`src/rtl/core/sph_pkg.sv`:
```
// Shared types, fixed-point constants and helpers for the sphere collide pipeline.
// Depends on nothing; every other file in rtl/core refers to it by scoped names.
package sph_pkg;

	localparam int COORD_W    = 24;
	localparam int COORD_FRAC = 12;
	localparam int COEF_FRAC  = 8;
	localparam int GAIN_W     = 32;
	localparam int GAIN_FRAC  = 16;
	localparam int MAG_W      = COORD_FRAC;
	localparam int NORM_SHIFT = 16;
	localparam int SQ_W       = 2 * MAG_W + NORM_SHIFT;
	localparam int ROOT_W     = SQ_W / 2;
	localparam int DIV_SHIFT  = 20;
	localparam int NUM_W      = MAG_W + DIV_SHIFT + 1;
	localparam int QUO_W      = 14;
	localparam int AFF_LAT    = 2;
	localparam int PIPE_LAT   = 2 * AFF_LAT + 2 + ROOT_W + QUO_W + 3;

	typedef logic signed [COORD_W-1:0] coord_t;

	localparam coord_t COORD_ONE = coord_t'(1 << COORD_FRAC);

	typedef struct packed {
		coord_t pos_x;
		coord_t pos_y;
		coord_t pos_z;
	} pos_t;

	typedef struct packed {
		coord_t new_x;
		coord_t new_y;
		coord_t new_z;
		logic   inside_flag;
	} res_t;

	typedef struct packed {
		coord_t x;
		coord_t y;
		coord_t z;
	} vec_t;

	typedef struct packed {
		vec_t v;
		logic in_sphere;
	} side_t;

	typedef logic signed [QUO_W:0] unit_t;

	typedef struct packed {
		unit_t ux;
		unit_t uy;
		unit_t uz;
	} uvec_t;

	typedef enum logic [2:0] {
		REG_FWD_A,
		REG_FWD_B,
		REG_FWD_C,
		REG_BACK_A,
		REG_BACK_B,
		REG_BACK_C,
		REG_GAIN
	} reg_idx_t;

	// Clamps a wide signed value to the coordinate range.
	function automatic coord_t sat_coord(input logic signed [63:0] x);
		coord_t hi;
		coord_t lo;
		hi = {1'b0, {(COORD_W-1){1'b1}}};
		lo = {1'b1, {(COORD_W-1){1'b0}}};
		if (x > 64'(hi)) begin
			return hi;
		end else if (x < 64'(lo)) begin
			return lo;
		end
		return x[COORD_W-1:0];
	endfunction

endpackage

```
`src/rtl/core/sph_isqrt.sv`:
```
// Pipelined integer square root, one result bit per stage, remainder form.
// Depends on sph_pkg for widths and the sideband type.
module sph_isqrt (
	input  logic                        clk,
	input  logic                        arst_n,
	input  logic                        in_valid,
	input  logic [sph_pkg::SQ_W-1:0]    in_n,
	input  sph_pkg::side_t              in_side,
	output logic                        out_valid,
	output logic [sph_pkg::ROOT_W-1:0]  out_root,
	output sph_pkg::side_t              out_side
);

	localparam int RW = sph_pkg::ROOT_W;
	localparam int NW = sph_pkg::SQ_W;

	logic [NW-1:0]   rem_s  [RW];
	logic [RW-1:0]   root_s [RW];
	sph_pkg::side_t  side_s [RW];
	logic            valid_s [RW];
	logic [NW-1:0]   rem_n  [RW];
	logic [RW-1:0]   root_n [RW];

	// Stage i settles bit RW-1-i of the root; the remainder is n minus root squared.
	always_comb begin
		logic [NW-1:0] r_in;
		logic [RW-1:0] q_in;
		logic [NW:0]   trial;
		for (int i = 0; i < RW; i++) begin
			if (i == 0) begin
				r_in = in_n;
				q_in = '0;
			end else begin
				r_in = rem_s[i-1];
				q_in = root_s[i-1];
			end
			trial = ((NW+1)'(q_in) << (RW - i)) + ((NW+1)'(1) << (2 * (RW - 1 - i)));
			if ((NW+1)'(r_in) >= trial) begin
				rem_n[i]  = NW'((NW+1)'(r_in) - trial);
				root_n[i] = q_in | (RW'(1) << (RW - 1 - i));
			end else begin
				rem_n[i]  = r_in;
				root_n[i] = q_in;
			end
		end
	end

	always_ff @(posedge clk or negedge arst_n) begin
		if (!arst_n) begin
			for (int i = 0; i < RW; i++) begin
				valid_s[i] <= 1'b0;
			end
		end else begin
			valid_s[0] <= in_valid;
			for (int i = 1; i < RW; i++) begin
				valid_s[i] <= valid_s[i-1];
			end
		end
	end

	always_ff @(posedge clk) begin
		side_s[0] <= in_side;
		for (int i = 1; i < RW; i++) begin
			side_s[i] <= side_s[i-1];
		end
		for (int i = 0; i < RW; i++) begin
			rem_s[i]  <= rem_n[i];
			root_s[i] <= root_n[i];
		end
	end

	assign out_valid = valid_s[RW-1];
	assign out_root  = root_s[RW-1];
	assign out_side  = side_s[RW-1];

endmodule

```
`config.mk`:
```
export PLATFORM = sky130hd
export DESIGN_NAME = sph_isqrt
export DESIGN_NICKNAME = d
export VERILOG_FILES = /design/src/rtl/core/sph_pkg.sv /design/src/rtl/core/sph_isqrt.sv
export SDC_FILE = /design/constraint.sdc
export NUM_CORES = 2
export LEC_CHECK = 0
export BUFFER_PORTS_ARGS = -buffer_cell sky130_fd_sc_hd__buf_4
export CAP_MARGIN = 20
export CORE_MARGIN = 2
export CORE_UTILIZATION = 54
export DETAILED_ROUTE_END_ITERATION = 16
export PLACE_DENSITY_LB_ADDON = 0.3
export SETUP_SLACK_MARGIN = 0.4
export SLEW_MARGIN = 20
export SYNTH_ARGS = -nofsm -noshare
export SYNTH_HDL_FRONTEND = slang
export SYNTH_SLANG_ARGS = --single-unit
```
`constraint.sdc`:
```
create_clock -name clk -period 2.7 [get_ports clk]
set_input_delay 0.81 -clock clk [delete_from_list [all_inputs] [get_ports clk]]
set_output_delay 0.81 -clock clk [all_outputs]
set_load 0.01 [all_outputs]
```
==> Yosys cells after proc, flatten, opt, wreduce, memory -nomap -nowiden <==
Memories as Yosys holds them, arrays and structs flattened.
Index checks and enable logic that the tools add are counted.
Widths: inputs -> output; s select.
{ "classes": {"n_addsub": 39, "magnitude_cmp": 20, "mux": 40} }
{ "op_table": {"columns": ["operator", "n"], "rows": [
  ["$mux 40", 20],
  ["$add 39x37->40 const B", 1],
  ["$ge 40x22->1", 1],
  ["$ge 40x23->1", 1],
  ["$ge 40x24->1", 1],
  ["$ge 40x25->1", 1],
  ["$ge 40x26->1", 1],
  ["$ge 40x27->1", 1],
  ["$ge 40x28->1", 1],
  ["$ge 40x29->1", 1],
  ["$ge 40x30->1", 1],
  ["$ge 40x31->1", 1],
  ["$ge 40x32->1", 1],
  ["$ge 40x33->1", 1],
  ["$ge 40x34->1", 1],
  ["$ge 40x35->1", 1],
  ["$ge 40x36->1", 1],
  ["$ge 40x37->1", 1],
  ["$ge 40x38->1", 1],
  ["$ge 40x39->1", 1],
  ["$ge 40x39->1 const B", 1],
  ["$ge 40x40->1", 1],
  ["$sub 40x22->40", 1],
  ["$sub 40x23->40", 1],
  ["other kinds (56)", 56]
]} }
{ "word_totals": {"ff_bits": 20, "ram_bits": 2660, "in_bits": 116, "output_inout_bits": 94, "word_cells": 122, "memories": 3} }
{ "mem_list": {"columns": ["memory", "words", "width", "read_ports", "rd_clocked_by_memory_dff", "write_ports", "line_no", "text"], "rows": [
  ["side_s", 20, 73, 20, 0, 20, "sph_isqrt.sv:19", "sph_pkg::side_t side_s [RW];"],
  ["rem_s", 20, 40, 19, 0, 20, "sph_isqrt.sv:17", "logic [NW-1:0] rem_s [RW];"],
  ["root_s", 20, 20, 20, 0, 20, "sph_isqrt.sv:18", "logic [RW-1:0] root_s [RW];"]
]} }

==> Logic depth before layout (Yosys ltp) <==
An unclocked memory read counts as a cell.
{ "depth": {"word_depth": 4, "ltp_mapped": 13, "mapped_depth_nobuf": 11} }

==> Least setup slack after synthesis <==
No wires, ideal clock.
{ "synth_timing": {"path_kind": "reg2reg", "from": "memory root_s[2][68] (netlist bit)", "to": "memory rem_s[12][26] (netlist bit)", "setup_time_ps": 121, "t_arrival_ps": 2692, "required_time_ps": 2579, "slack_ps": -113, "stages_incl_launch_ff": 12, "path_buffers": 1, "synth_period_minus_slack_ps": 2813, "cell_sequence": "dfxtp_1 -> inv_1 -> ha_1 -> nor2b_1 -> o21ai_2 -> a21oi_1 -> o41ai_1 -> a21oi_1 -> nor4_4 -> inv_2 -> buf_6 -> mux2_4"} }
{ "synth_lines": {"columns": ["element", "line_no"], "rows": [
  ["start, declared", "sph_isqrt.sv:18"],
  ["end, declared", "sph_isqrt.sv:17"]
]} }

==> metrics.md <==
| Metric | Value |
|---|---|
| Detailed Route WL | `around 120 mm` |
| Commonest non-fill, non-tap cell in the layout | `dfxtp_1` |
| Fin area | `0.08552 mm2` |
| Worst endpoint required time | `approximately 3.4 ns` |
| CP Capture Type | `flip-flop` |
| Post-Synth XOR/XNOR Area | `between 4 and 5%` |
| Global-route wire length before repair | `189.3 mm` |
| Reg power frac | `~47%` |
| Clock tree buffer depth | `3` |
| Most frequent cells in the layout | `dfxtp_1 (2342), buf_4 (520), inv_1 (235), clkbuf_16 (220), nor2_1 (205)` |
| Failing checks | `setup timing` |
| DRC Markers | `0` |
| Initial antenna violation count | `2` |
| GR peak layer | `met2` |
| DR WL/cell | `about 16 um` |
| Via Count | `approximately 38000` |
| Crit Path Class | `flip-flop to flip-flop` |
| Internal power | `~68 mW` |
| PD cells | `between 1000 and 1500 mW/mm2` |
| Ratio of cells with drive above 1 in the final layout | `a little over a quarter` |
| Post-Synth Adder-Cell Area | `around 4.2%` |
| Synth Instances | `between 5000 and 6000` |
| Clk pin slew, worst setup/hold paths | `0.07 ns` |
| Drt first pass iters | `5` |
| Largest family of logic cells by synthesized area | `simple AND/OR/NAND/NOR gates` |
| Die ar. | `0.1261 mm2` |
| Synth warnings | `0` |
| Crit path arrival time | `3.44 ns` |
| Sw frac | `between 20 and 30%` |
| Global route overflow | `0` |
| Fin crit share | `102.5%` |
| Vias per std cell | `~4.9` |
| Largest net degree at the start of global routing | `21` |
| H-tree levels | `4` |
| Final non-filler cell total | `between 7000 and 8000` |
| Endpoints failing hold | `0` |
| Setup Skew | `between 0.06 and 0.07 ns` |
| Diodes inserted | `0` |
| Area growth syn-to-layout | `28.42%` |
| Mapped Nets | `~5500` |
| Clk Latency, worst-skew pair | `between 0.8 and 0.9 ns` |
| I/O pins | `210` |
| Pins Over Slew Limit | `0` |
| Slew headroom | `53.92%` |
| Switching pwr | `25.18 mW` |
| Vias in the first global route | `roughly 38000` |
| Syn Area/Cell | `between 10 and 15 um2` |
| # setup viols final | `13` |
| HPWL Detailed | `between 70 and 80 mm` |
| Synth area leader | `dfxtp_1` |
| Area contributors post-synth | `dfxtp_1 (73%), ha_1 (4.2%), xor2_1 (2.1%)` |
| Number of synthesized register bits | `between 2000 and 2500` |
| Clk sinks | `2450` |
| Worst slew pin tran | `0.6850 ns` |
| Synth Flop Type | `dfxtp_1` |
| Core ar. | `0.1220 mm2` |
| Port Buffers | `between 200 and 250` |
| Netlist cell types | `between 80 and 90` |
| Fmax | `about 0.36 GHz` |
| Initial Util | `a little over half` |
| RSZ-0062 raised after global routing | `true` |
| Asr flop ratio synth | `less than 1%` |
| Critical-path maximum fanout | `5` |
| GPL Wtd Cong | `around 0.87` |
| Die Width | `355.2 um` |
| DP Area | `roughly 0.07 mm2` |
| Post-synth EDFFs | `0` |
| Post-route ant nets | `0` |
| Final setup margin | `-0.06824 ns` |
| CTS tree | `built` |
| Combinational share of power | `approximately a fifth` |
| Compound-cell area share of the yosys netlist | `about 6.2%` |
| Met1 Use GR | `about a fifth` |
| Crit start category | `flip-flop` |
| First DRT Iteration DRCs | `1667` |
| Post-synthesis mux area share | `less than 1%` |
| Hold crit path type | `input pin to flip-flop` |
| Met3 usage | `3.528%` |
| Status | `complete, but fails checks` |
| Cell Rows | `between 100 and 150` |
| Post-synthesis sequential area ratio | `73.80%` |
| Mapped cell area | `between 0.06 and 0.07 mm2` |
| Total CTS buffers | `215` |
| Peak supply drop | `889.8 uV` |
| Simple-gate share of the synthesized area | `~8.4%` |
| Inst Count DP | `7100` |
| Leakage power total | `approximately 37 nW` |
| Final #Nets | `~6300` |
| Post-synth top area share | `73.05%` |
| GRT met2 Usage | `33.82%` |
| All-Layer GR Usage | `a little under a fifth` |
| Die Y | `~360 um` |
| Period minus WS final | `~2.8 ns` |
| Maxcap violations | `0` |
| Root Driver | `clkbuf_16` |
| Clk pwr share | `34.2%` |
per-stage QoR:
step / hold slack [ns] / TNS, ns / setup slack [ns] / total power, mW / util [%]
after floorplan: 0.3096 / 0 / 0.1250 / 53.54 / -
after global placement: 0.3095 / -2.217 / -0.1747 / 58.29 / 58.95
after detailed placement: 0.3121 / -3.658 / -0.2418 / 58.54 / 58.95
after CTS: 0.00006817 / 0 / 0.03697 / 92.01 / 67.79
after global routing: 0.008972 / -2.743 / -0.1762 / 97.72 / 70.08
final: 0.07481 / -0.2845 / -0.06824 / 93.27 / 70.08
repair_timing:
action                                  CTS  global route
setup buffers                            90            73
pin swaps                               164           172
endpoints found under the setup margin  350           374
resized for setup                       345           464
hold buffers                             61             0
endpoints found under the hold margin    80             0
cloned                                    6             7
Yosys cell counts (10+ instances only):
| cell type | count |
|---|---|
| mux2_2 | 20 |
| nand2_1 | 219 |
| or3_1 | 46 |
| a21boi_0 | 10 |
| o31a_1 | 13 |
| nor3_1 | 117 |
| xor2_1 | 163 |
| nand3_1 | 80 |
| a21o_1 | 57 |
| a211oi_1 | 20 |
| xnor2_1 | 152 |
| nand4_1 | 46 |
| or2_2 | 15 |
| dfxtp_1 | 2430 |
| inv_1 | 270 |
| buf_4 | 77 |
| nand2b_1 | 33 |
| nand3b_1 | 10 |
| nor4_1 | 121 |
| o21a_1 | 53 |
| o21bai_1 | 13 |
| o211ai_1 | 19 |
| clkbuf_1 | 30 |
| or4_1 | 21 |
| o21ai_0 | 156 |
| buf_2 | 16 |
| a21oi_1 | 208 |
| o31ai_1 | 25 |
| nor2b_1 | 34 |
| and2_1 | 11 |
| ha_1 | 226 |
| a31oi_1 | 12 |
| dfrtp_1 | 20 |
| nor2_1 | 259 |
| nor4b_1 | 20 |
| nand4b_1 | 13 |
| and3_1 | 15 |
cells by family (layout without fill, tap and decap cells):
kind of cell               count (synthesis)  in the layout
xor gates and xnor gates                 315            315
adders and majority gates                226            226
and+or+nand+nor                         1088           1088
buffers and inverters                    400           1354
muxes                                     27             27
DFF                                     2450           2450
AOI/OAI and AO/OA                        654            654
routing by layer:
metal,share of wire (%),vias up
met5,0,-
met4,3.4,0
met3,3.7,267
met2,52,780
met1,41,17680
li1,-,18870
path summary, 6_finish.rpt:
kind,start,to,slack [ns],cells after the start
max reg2reg,root_s[3][26],rem_s[14][16],-0.07,13
min,in_side[8],side_s[0][8],0.07,1
max,root_s[3][26],rem_s[14][16],-0.07,13
min in group asynchronous,arst_n,valid_s[19],0.38,2
min reg2reg,side_s[1][36],side_s[1][109],0.28,0
max in group asynchronous,arst_n,out_valid,2.09,2
final cells by class:
type	count	area [um2]
clock inverters	119	1675
well taps	1625	2033
flip-flops and latches	2450	49270
clock buffers	283	6056
fillers	8124	36520
multi-input cells	2310	19500
repair inverters	1	11.26
repair buffers	680	5936
inverters	271	1030
power groups by stage:
stage	clock [mW]	sequential [mW]	combinational [mW]
3_3_place_gp	0	44.3	14.0
6_report	31.9	44.0	17.4
5_1_grt	34.3	44.4	19.0
4_1_cts	32.7	43.7	15.6
3_5_place_dp	0	44.4	14.1
2_1_floorplan	0	43.4	10.1
state kept, by name, summed over array words and instances (netlist names):
register / flops
valid_s: 19
root_s: 210
out_valid: 1
rem_s: 760
side_s: 1460
worst max-delay path, stage by stage (launching register included):
cell       delay, ns
dfxtp_2         0.34
inv_2           0.05
ha_4            0.27
nor2b_4         0.14
o31a_1          0.16
o31a_1          0.17
o211ai_1        0.09
buf_4           0.16
a2111oi_4       0.48
nor2_4          0.11
buf_6           0.13
buf_6           0.10
buf_12          0.13
mux2_4          0.29
No activity file was read; power rests on OpenSTA's default activity.
