$ cat src/rtl/core/sph_pkg.sv
// Shared types, fixed-point constants and helpers for the sphere collide pipeline.
// Depends on nothing; every other file in rtl/core refers to it by scoped names.
package sph_pkg;

	localparam int COORD_W    = 24;
	localparam int COORD_FRAC = 12;
	localparam int COEF_FRAC  = 8;
	localparam int GAIN_W     = 32;
	localparam int GAIN_FRAC  = 16;
	localparam int MAG_W      = COORD_FRAC;
	localparam int NORM_SHIFT = 16;
	localparam int SQ_W       = 2 * MAG_W + NORM_SHIFT;
	localparam int ROOT_W     = SQ_W / 2;
	localparam int DIV_SHIFT  = 20;
	localparam int NUM_W      = MAG_W + DIV_SHIFT + 1;
	localparam int QUO_W      = 14;
	localparam int AFF_LAT    = 2;
	localparam int PIPE_LAT   = 2 * AFF_LAT + 2 + ROOT_W + QUO_W + 3;

	typedef logic signed [COORD_W-1:0] coord_t;

	localparam coord_t COORD_ONE = coord_t'(1 << COORD_FRAC);

	typedef struct packed {
		coord_t pos_x;
		coord_t pos_y;
		coord_t pos_z;
	} pos_t;

	typedef struct packed {
		coord_t new_x;
		coord_t new_y;
		coord_t new_z;
		logic   inside_flag;
	} res_t;

	typedef struct packed {
		coord_t x;
		coord_t y;
		coord_t z;
	} vec_t;

	typedef struct packed {
		vec_t v;
		logic in_sphere;
	} side_t;

	typedef logic signed [QUO_W:0] unit_t;

	typedef struct packed {
		unit_t ux;
		unit_t uy;
		unit_t uz;
	} uvec_t;

	typedef enum logic [2:0] {
		REG_FWD_A,
		REG_FWD_B,
		REG_FWD_C,
		REG_BACK_A,
		REG_BACK_B,
		REG_BACK_C,
		REG_GAIN
	} reg_idx_t;

	// Clamps a wide signed value to the coordinate range.
	function automatic coord_t sat_coord(input logic signed [63:0] x);
		coord_t hi;
		coord_t lo;
		hi = {1'b0, {(COORD_W-1){1'b1}}};
		lo = {1'b1, {(COORD_W-1){1'b0}}};
		if (x > 64'(hi)) begin
			return hi;
		end else if (x < 64'(lo)) begin
			return lo;
		end
		return x[COORD_W-1:0];
	endfunction

endpackage

$ cat src/rtl/core/sph_div.sv
// Three-lane pipelined restoring divider, one quotient bit per stage, for normalization.
// Depends on sph_pkg for widths, the sideband type and the unit vector type.
module sph_div (
	input  logic                        clk,
	input  logic                        arst_n,
	input  logic                        in_valid,
	input  logic [sph_pkg::ROOT_W-1:0]  in_len,
	input  sph_pkg::side_t              in_side,
	output logic                        out_valid,
	output sph_pkg::uvec_t              out_unit,
	output sph_pkg::side_t              out_side
);

	localparam int QW = sph_pkg::QUO_W;
	localparam int DW = sph_pkg::NUM_W;
	localparam int RW = sph_pkg::ROOT_W;

	logic [DW-1:0]   rem_s [QW][3];
	logic [QW-1:0]   q_s   [QW][3];
	logic [RW-1:0]   len_s [QW];
	sph_pkg::side_t  side_s [QW];
	logic            valid_s [QW];
	logic [DW-1:0]   rem_n [QW][3];
	logic [QW-1:0]   q_n   [QW][3];
	logic [DW-1:0]   num   [3];
	sph_pkg::coord_t comp  [3];
	sph_pkg::coord_t last_c [3];
	sph_pkg::unit_t  u     [3];

	// Dividend is the magnitude in Q.32 plus half the divisor, for round half away.
	always_comb begin
		sph_pkg::coord_t a;
		comp[0] = in_side.v.x;
		comp[1] = in_side.v.y;
		comp[2] = in_side.v.z;
		for (int j = 0; j < 3; j++) begin
			a = comp[j][sph_pkg::COORD_W-1] ? -comp[j] : comp[j];
			num[j] = (DW'(a[sph_pkg::MAG_W-1:0]) << sph_pkg::DIV_SHIFT) + DW'(in_len >> 1);
		end
	end

	always_comb begin
		logic [DW-1:0] r_in;
		logic [QW-1:0] q_in;
		logic [RW-1:0] d_in;
		logic [DW:0]   trial;
		for (int i = 0; i < QW; i++) begin
			for (int j = 0; j < 3; j++) begin
				if (i == 0) begin
					r_in = num[j];
					q_in = '0;
					d_in = in_len;
				end else begin
					r_in = rem_s[i-1][j];
					q_in = q_s[i-1][j];
					d_in = len_s[i-1];
				end
				trial = (DW+1)'(d_in) << (QW - 1 - i);
				if ((DW+1)'(r_in) >= trial) begin
					rem_n[i][j] = DW'((DW+1)'(r_in) - trial);
					q_n[i][j]   = q_in | (QW'(1) << (QW - 1 - i));
				end else begin
					rem_n[i][j] = r_in;
					q_n[i][j]   = q_in;
				end
			end
		end
	end

	always_ff @(posedge clk or negedge arst_n) begin
		if (!arst_n) begin
			for (int i = 0; i < QW; i++) begin
				valid_s[i] <= 1'b0;
			end
		end else begin
			valid_s[0] <= in_valid;
			for (int i = 1; i < QW; i++) begin
				valid_s[i] <= valid_s[i-1];
			end
		end
	end

	always_ff @(posedge clk) begin
		side_s[0] <= in_side;
		len_s[0]  <= in_len;
		for (int i = 1; i < QW; i++) begin
			side_s[i] <= side_s[i-1];
			len_s[i]  <= len_s[i-1];
		end
		for (int i = 0; i < QW; i++) begin
			for (int j = 0; j < 3; j++) begin
				rem_s[i][j] <= rem_n[i][j];
				q_s[i][j]   <= q_n[i][j];
			end
		end
	end

	// A zero-length vector has a zero root and normalizes to zero.
	always_comb begin
		last_c[0] = side_s[QW-1].v.x;
		last_c[1] = side_s[QW-1].v.y;
		last_c[2] = side_s[QW-1].v.z;
		for (int j = 0; j < 3; j++) begin
			if (len_s[QW-1] == '0) begin
				u[j] = '0;
			end else if (last_c[j][sph_pkg::COORD_W-1]) begin
				u[j] = -sph_pkg::unit_t'({1'b0, q_s[QW-1][j]});
			end else begin
				u[j] = sph_pkg::unit_t'({1'b0, q_s[QW-1][j]});
			end
		end
	end

	assign out_valid = valid_s[QW-1];
	assign out_unit  = '{ux: u[0], uy: u[1], uz: u[2]};
	assign out_side  = side_s[QW-1];

endmodule
$ cat config.mk
export PLATFORM = sky130hd
export DESIGN_NAME = sph_div
export DESIGN_NICKNAME = d
export VERILOG_FILES = /design/src/rtl/core/sph_pkg.sv /design/src/rtl/core/sph_div.sv
export SDC_FILE = /design/constraint.sdc
export NUM_CORES = 2
export LEC_CHECK = 0
export BUFFER_PORTS_ARGS = -buffer_cell sky130_fd_sc_hd__buf_2
export CAP_MARGIN = 10
export CORE_MARGIN = 3
export CORE_UTILIZATION = 40
export CTS_CLUSTER_SIZE = 24
export DETAILED_ROUTE_END_ITERATION = 7
export SKIP_LAST_GASP = 1
export SLEW_MARGIN = 20
export SYNTH_ARGS = -nofsm -noshare
export SYNTH_HDL_FRONTEND = slang
export SYNTH_SLANG_ARGS = --single-unit
$ cat constraint.sdc
create_clock -name clk -period 3.4 [get_ports clk]
set_input_delay 0.51 -clock clk [delete_from_list [all_inputs] [get_ports clk]]
set_output_delay 0.51 -clock clk [all_outputs]
set_load 0.01 [all_outputs]
# [After elaboration in Yosys (flattened, before gate mapping)]
# Memory sizes are Yosys's and may differ from the RTL's.
# Index checks and enable logic that the tools add are counted.
[classes] n_addsub=51 order_cmp=42 n_mux=93 reduce_logical=1
[ops] op="33-bit two-way mux" count=42
[ops] op="32-bit by 20-bit adder with 33-bit output" count=3
[ops] op="33-bit by 20-bit greater-or-equal comparator with 1-bit output" count=3
[ops] op="33-bit by 21-bit greater-or-equal comparator with 1-bit output" count=3
[ops] op="33-bit by 22-bit greater-or-equal comparator with 1-bit output" count=3
[ops] op="33-bit by 23-bit greater-or-equal comparator with 1-bit output" count=3
[ops] op="33-bit by 24-bit greater-or-equal comparator with 1-bit output" count=3
[ops] op="33-bit by 25-bit greater-or-equal comparator with 1-bit output" count=3
[ops] op="33-bit by 26-bit greater-or-equal comparator with 1-bit output" count=3
[ops] op="33-bit by 27-bit greater-or-equal comparator with 1-bit output" count=3
[ops] op="33-bit by 28-bit greater-or-equal comparator with 1-bit output" count=3
[ops] op="33-bit by 29-bit greater-or-equal comparator with 1-bit output" count=3
[ops] op="33-bit by 30-bit greater-or-equal comparator with 1-bit output" count=3
[ops] op="33-bit by 31-bit greater-or-equal comparator with 1-bit output" count=3
[ops] op="33-bit by 32-bit greater-or-equal comparator with 1-bit output" count=3
[ops] op="33-bit greater-or-equal comparator" count=3
[ops] op="33-bit by 20-bit subtractor with 33-bit output" count=3
[ops] op="33-bit by 21-bit subtractor with 33-bit output" count=3
[ops] op="33-bit by 22-bit subtractor with 33-bit output" count=3
[ops] op="33-bit by 23-bit subtractor with 33-bit output" count=3
[ops] op="33-bit by 24-bit subtractor with 33-bit output" count=3
[ops] op="33-bit by 25-bit subtractor with 33-bit output" count=3
[ops] op="33-bit by 26-bit subtractor with 33-bit output" count=3
[ops] op="33-bit by 27-bit subtractor with 33-bit output" count=3
[ops] op="other kinds (24)" count=76
[totals] register_bits=14 ram_bits=3276 in_bits=96 out_inout_bits=119 word_cells=205 memories=4
[memory_table] memory="rem_s" depth=14 width=99 read_ports=13 rd_ports_with_merged_regs=0 wr=14 line="sph_div.sv:18" source="logic [DW-1:0] rem_s [QW][3];"
[memory_table] memory="side_s" depth=14 width=73 read_ports=14 rd_ports_with_merged_regs=0 wr=14 line="sph_div.sv:21" source="sph_pkg::side_t side_s [QW];"
[memory_table] memory="q_s" depth=14 width=42 read_ports=14 rd_ports_with_merged_regs=0 wr=14 line="sph_div.sv:19" source="logic [QW-1:0] q_s [QW][3];"
[memory_table] memory="len_s" depth=14 width=20 read_ports=14 rd_ports_with_merged_regs=0 wr=14 line="sph_div.sv:20" source="logic [RW-1:0] len_s [QW];"

# [Logic depth before layout (Yosys ltp)]
[depth] depth_word=5 depth_mapped=16 depth_no_buf=15

# [Worst setup path before layout]
# No wires, ideal clock.
[synth_timing] path_kind="input to register" startpoint="in in_side[49] (netlist bit)" endpoint="mem rem_s[0][88] (netlist bit)" setup_time_ps=121 arrival_ps=3527 required_ps=3279 slack_ps=-247 path_stages=15 n_path_buf=1 path_cell_list="inv_1 ha_1 nand2_1 or3_1 o31a_1 xor2_1 ha_1 nand2_1 nor2_1 a21oi_1 o31ai_1 or3_1 a31oi_2 buf_2 mux2_2"
[synth_lines] element="from (decl)" line="sph_div.sv:8" source="input sph_pkg::side_t in_side,"
[synth_lines] element="to (decl)" line="sph_div.sv:18"

==> impl_results.md <==
* ANT nets after route at 0
* Pleak at 56.4 nW
* Syn Nets at 11,800
* Clock Pin Slew Worst Setup and Hold Paths at 60 ps
* Slew Limit Fails at 0
* Area delta synth->final at 19.8%
* Die width at around 520 um
* Post-synth EDFFs at 0
* Total CTS buffers at 278
* GP Congestion at between 0.9 and 1
* Pre-CTS setup slack at -421 ps
* Crit path required time at 4070 ps
* Initial Util at 40.4%
* CTS Buffer Depth at 4
* PD cells at 1040 nW/um2
* DP Area at around 120,000 um2
* Final hold vios at 0
* FF+latch count, synth at between 2,000 and 3,000
* Largest area contributor in the netlist: dfxtp_1
* Gr usage total at between 20% and 30%
* First-pass GRT wire length at 483 mm
* Max_slew headroom at ~37%
* Critical path arrival at a little over 4000 ps
* Detailed Routing Iterations Pass 1 at 6
* Die area at 275,000 um2
* Iteration-0 DRC Markers at 5,574
* Via count at 82,000
* Post-Syn Instances at 10,900
* VDD IR max at 0.520 mV
* H-tree lvl count at 5
* Largest net degree at the start of global routing at 44
* Dpl hpwl at 262 mm
* CTS Root Buffer Type: clkbuf_16
* Fin crit share at between 90% and 100%
* Total clock sinks at 2,645
* Die Span Y at approximately 520 um
* Final instance area at 129,000 um2
* YS warnings at 0
* CP max FO at 19
* Final setup margin at 5.55 ps
* Critical path class: register to register
* Final WL at 324 mm
* CTS tree: yes
* Ys async rst share at 0.529%
* Clk_lat worst skew at 930 ps
* Reg2Reg Setup Slack at 6 ps
* Top-area cell type share of the netlist area at 49.0%
* Final design utilization at 48.4%
* Mapped cell area at 108,000 um2
* Ports at 215
* Max-cap violations at 0
* GRT overflow at 0
* Routed len/inst at 20.7 um
* Avg Cell Area, Syn at 9.89 um2
* Synth unique cells at 102
* Slew @ Worst Pin at ~940 ps
* Status: completed
* Std-Cell Core Area at 266,000 um2
* Fmax at 295 MHz
* NumNets Final at 12,800
* Type of the tightest min-delay check: primary input to register
* IO buf count at 214
* Startpoint Class: register
* Register area share after synthesis at 49.3%
* DRC at 0
* Vias in the first global route at 80,900
* Ys flop type: dfxtp_1
* Initial antenna violation count at 24
* Setup crit end kind: register
* Final Setup Violations at 0
* RSZ-0062 raised after global routing: true
* Fin crit period at ~3400 ps
* Synth top area cells: dfxtp_1 49%, ha_1 9.4%, xnor2_1 3.8%, a21oi_1 3.7%, xor2_1 3.3%
* Row cnt at 189
* Layout cells sized above 1 at 14.7%
* Setup Skew at 91.7 ps
* Vias per cell at 5.25
-- worst paths after layout --
kind / startpoint / endpoint / cells past startpoint
worst min-delay path: in_side[52] / side_s[0][52] / 2
worst min register to register: side_s[1][269] / side_s[1][342] / 0
worst max register to register: len_s[0][98] / rem_s[0][549] / 12
min in group asynchronous: arst_n / valid_s[2] / 2
max in group asynchronous: arst_n / valid_s[11] / 2
worst max-delay path: len_s[0][98] / rem_s[0][549] / 12
-- placed cells by master, fill, tap and decap left out, types with 76 or more instances in the layout --
cell,synthesis,final
mux2_2,157,155
xnor2_1,467,465
nor4_1,109,98
buf_2,28,207
dfxtp_1,2631,2624
nand3_1,183,183
o21a_1,127,127
nand4_1,140,140
nand2_1,761,757
dlygate4sd3_1,0,92
a21o_1,375,375
o21ai_0,687,658
nor2_1,763,758
nor2b_1,137,135
inv_1,523,517
ha_1,805,789
o21bai_1,76,76
a21oi_1,793,786
or3_1,83,76
clkbuf_16,0,284
nand2b_1,115,115
nor3_1,199,197
xor2_1,403,401
buf_4,73,676
-- sequential cells by signal, summed over array words and instances, names as in the netlist --
signal     count
side_s      1022
valid_s       13
len_s        265
out_valid      1
q_s          315
rem_s       1029
-- power breakdown --
part	total (W)	internal, W	switching (W)
registers	0.0463	0.0394	0.00688
logic	0.0558	0.0249	0.0309
clock network	0.0313	0.0185	0.0128
-- worst max-delay path, cell delays in order (launching register included) --
cell       delay, ps
dfxtp_1          430
inv_1            210
ha_1             420
nand4_1          180
nor2_1           170
nand4_1          110
nor4_1           560
buf_4            220
nor4_2            50
o2111ai_4        170
buf_12           200
nor2_1            50
a21oi_1          440
-- Yosys cell counts, types with 76 or more instances --
library cell,n
a21o_1,375
nor2_1,763
inv_1,523
xor2_1,403
o21ai_0,687
a21oi_1,793
nand2b_1,115
nor3_1,199
xnor2_1,467
o21a_1,127
nand4_1,140
a211oi_1,79
o21bai_1,76
nor2b_1,137
nand3_1,183
dfxtp_1,2631
mux2_2,157
nor4_1,109
ha_1,805
clkbuf_1,186
or3_1,83
nand2_1,761
-- layout make-up --
type | count | area (um2)
clock inverter | 131 | 1780
inverter | 525 | 1990
clock buffer | 372 | 7900
sequential | 2645 | 53000
antenna | 8 | 20.0
multi-input combinational | 7403 | 52000
tap | 3533 | 4420
fill | 24800 | 137000
timing repair buffer | 1011 | 7680
-- metal layers --
metal | track usage (%) | wire, um | part of all wire (%) | up-vias
met5 | 0 | 13 | 0.0040 | -
met4 | 7.82 | 11600 | 3.6 | 2
met3 | 2.69 | 14100 | 4.3 | 533
met2 | 39.6 | 158000 | 49 | 2026
met1 | 28.5 | 141000 | 43 | 39200
li1 | - | - | - | 40200
-- kinds of logic after synthesis --
| group | share of synthesized area, % |
|---|---|
| AND/OR/NAND/NOR | 12.6 |
| buffers and inverters | 3.19 |
| XOR/XNOR | 7.08 |
| multiplexers | 1.83 |
| flip-flops | 49.3 |
| adder cells (fa/ha/maj) | 10.1 |
| AO/OA/AOI/OAI | 16.0 |
-- what timing repair did --
action / 4_1_cts / 5_1_grt
endpoints found under the hold margin: 122 / 0
hold buffers: 95 / 0
pin swaps: 2 / 44
gates resized for setup: 26 / 166
buffers inserted: 2 / 21
cloned: 0 / 1
endpoints found under the setup margin: 22 / 407
-- per-stage QoR --
| stage | hold slack [ps] | setup TNS, ps | total power (W) | std cells |
|---|---|---|---|---|
| floorplan | 214 | -67.8 | 0.0809 | 10900 |
| global placement | 309 | -16000 | 0.101 | 15000 |
| detailed placement | 312 | -16100 | 0.101 | 15000 |
| CTS | 31.2 | 0 | 0.133 | 15600 |
| global route | 30.3 | -1050 | 0.142 | 15600 |
| finish | 57.2 | 0 | 0.133 | 15600 |
Note: power is estimated with default switching activity, not from simulation.
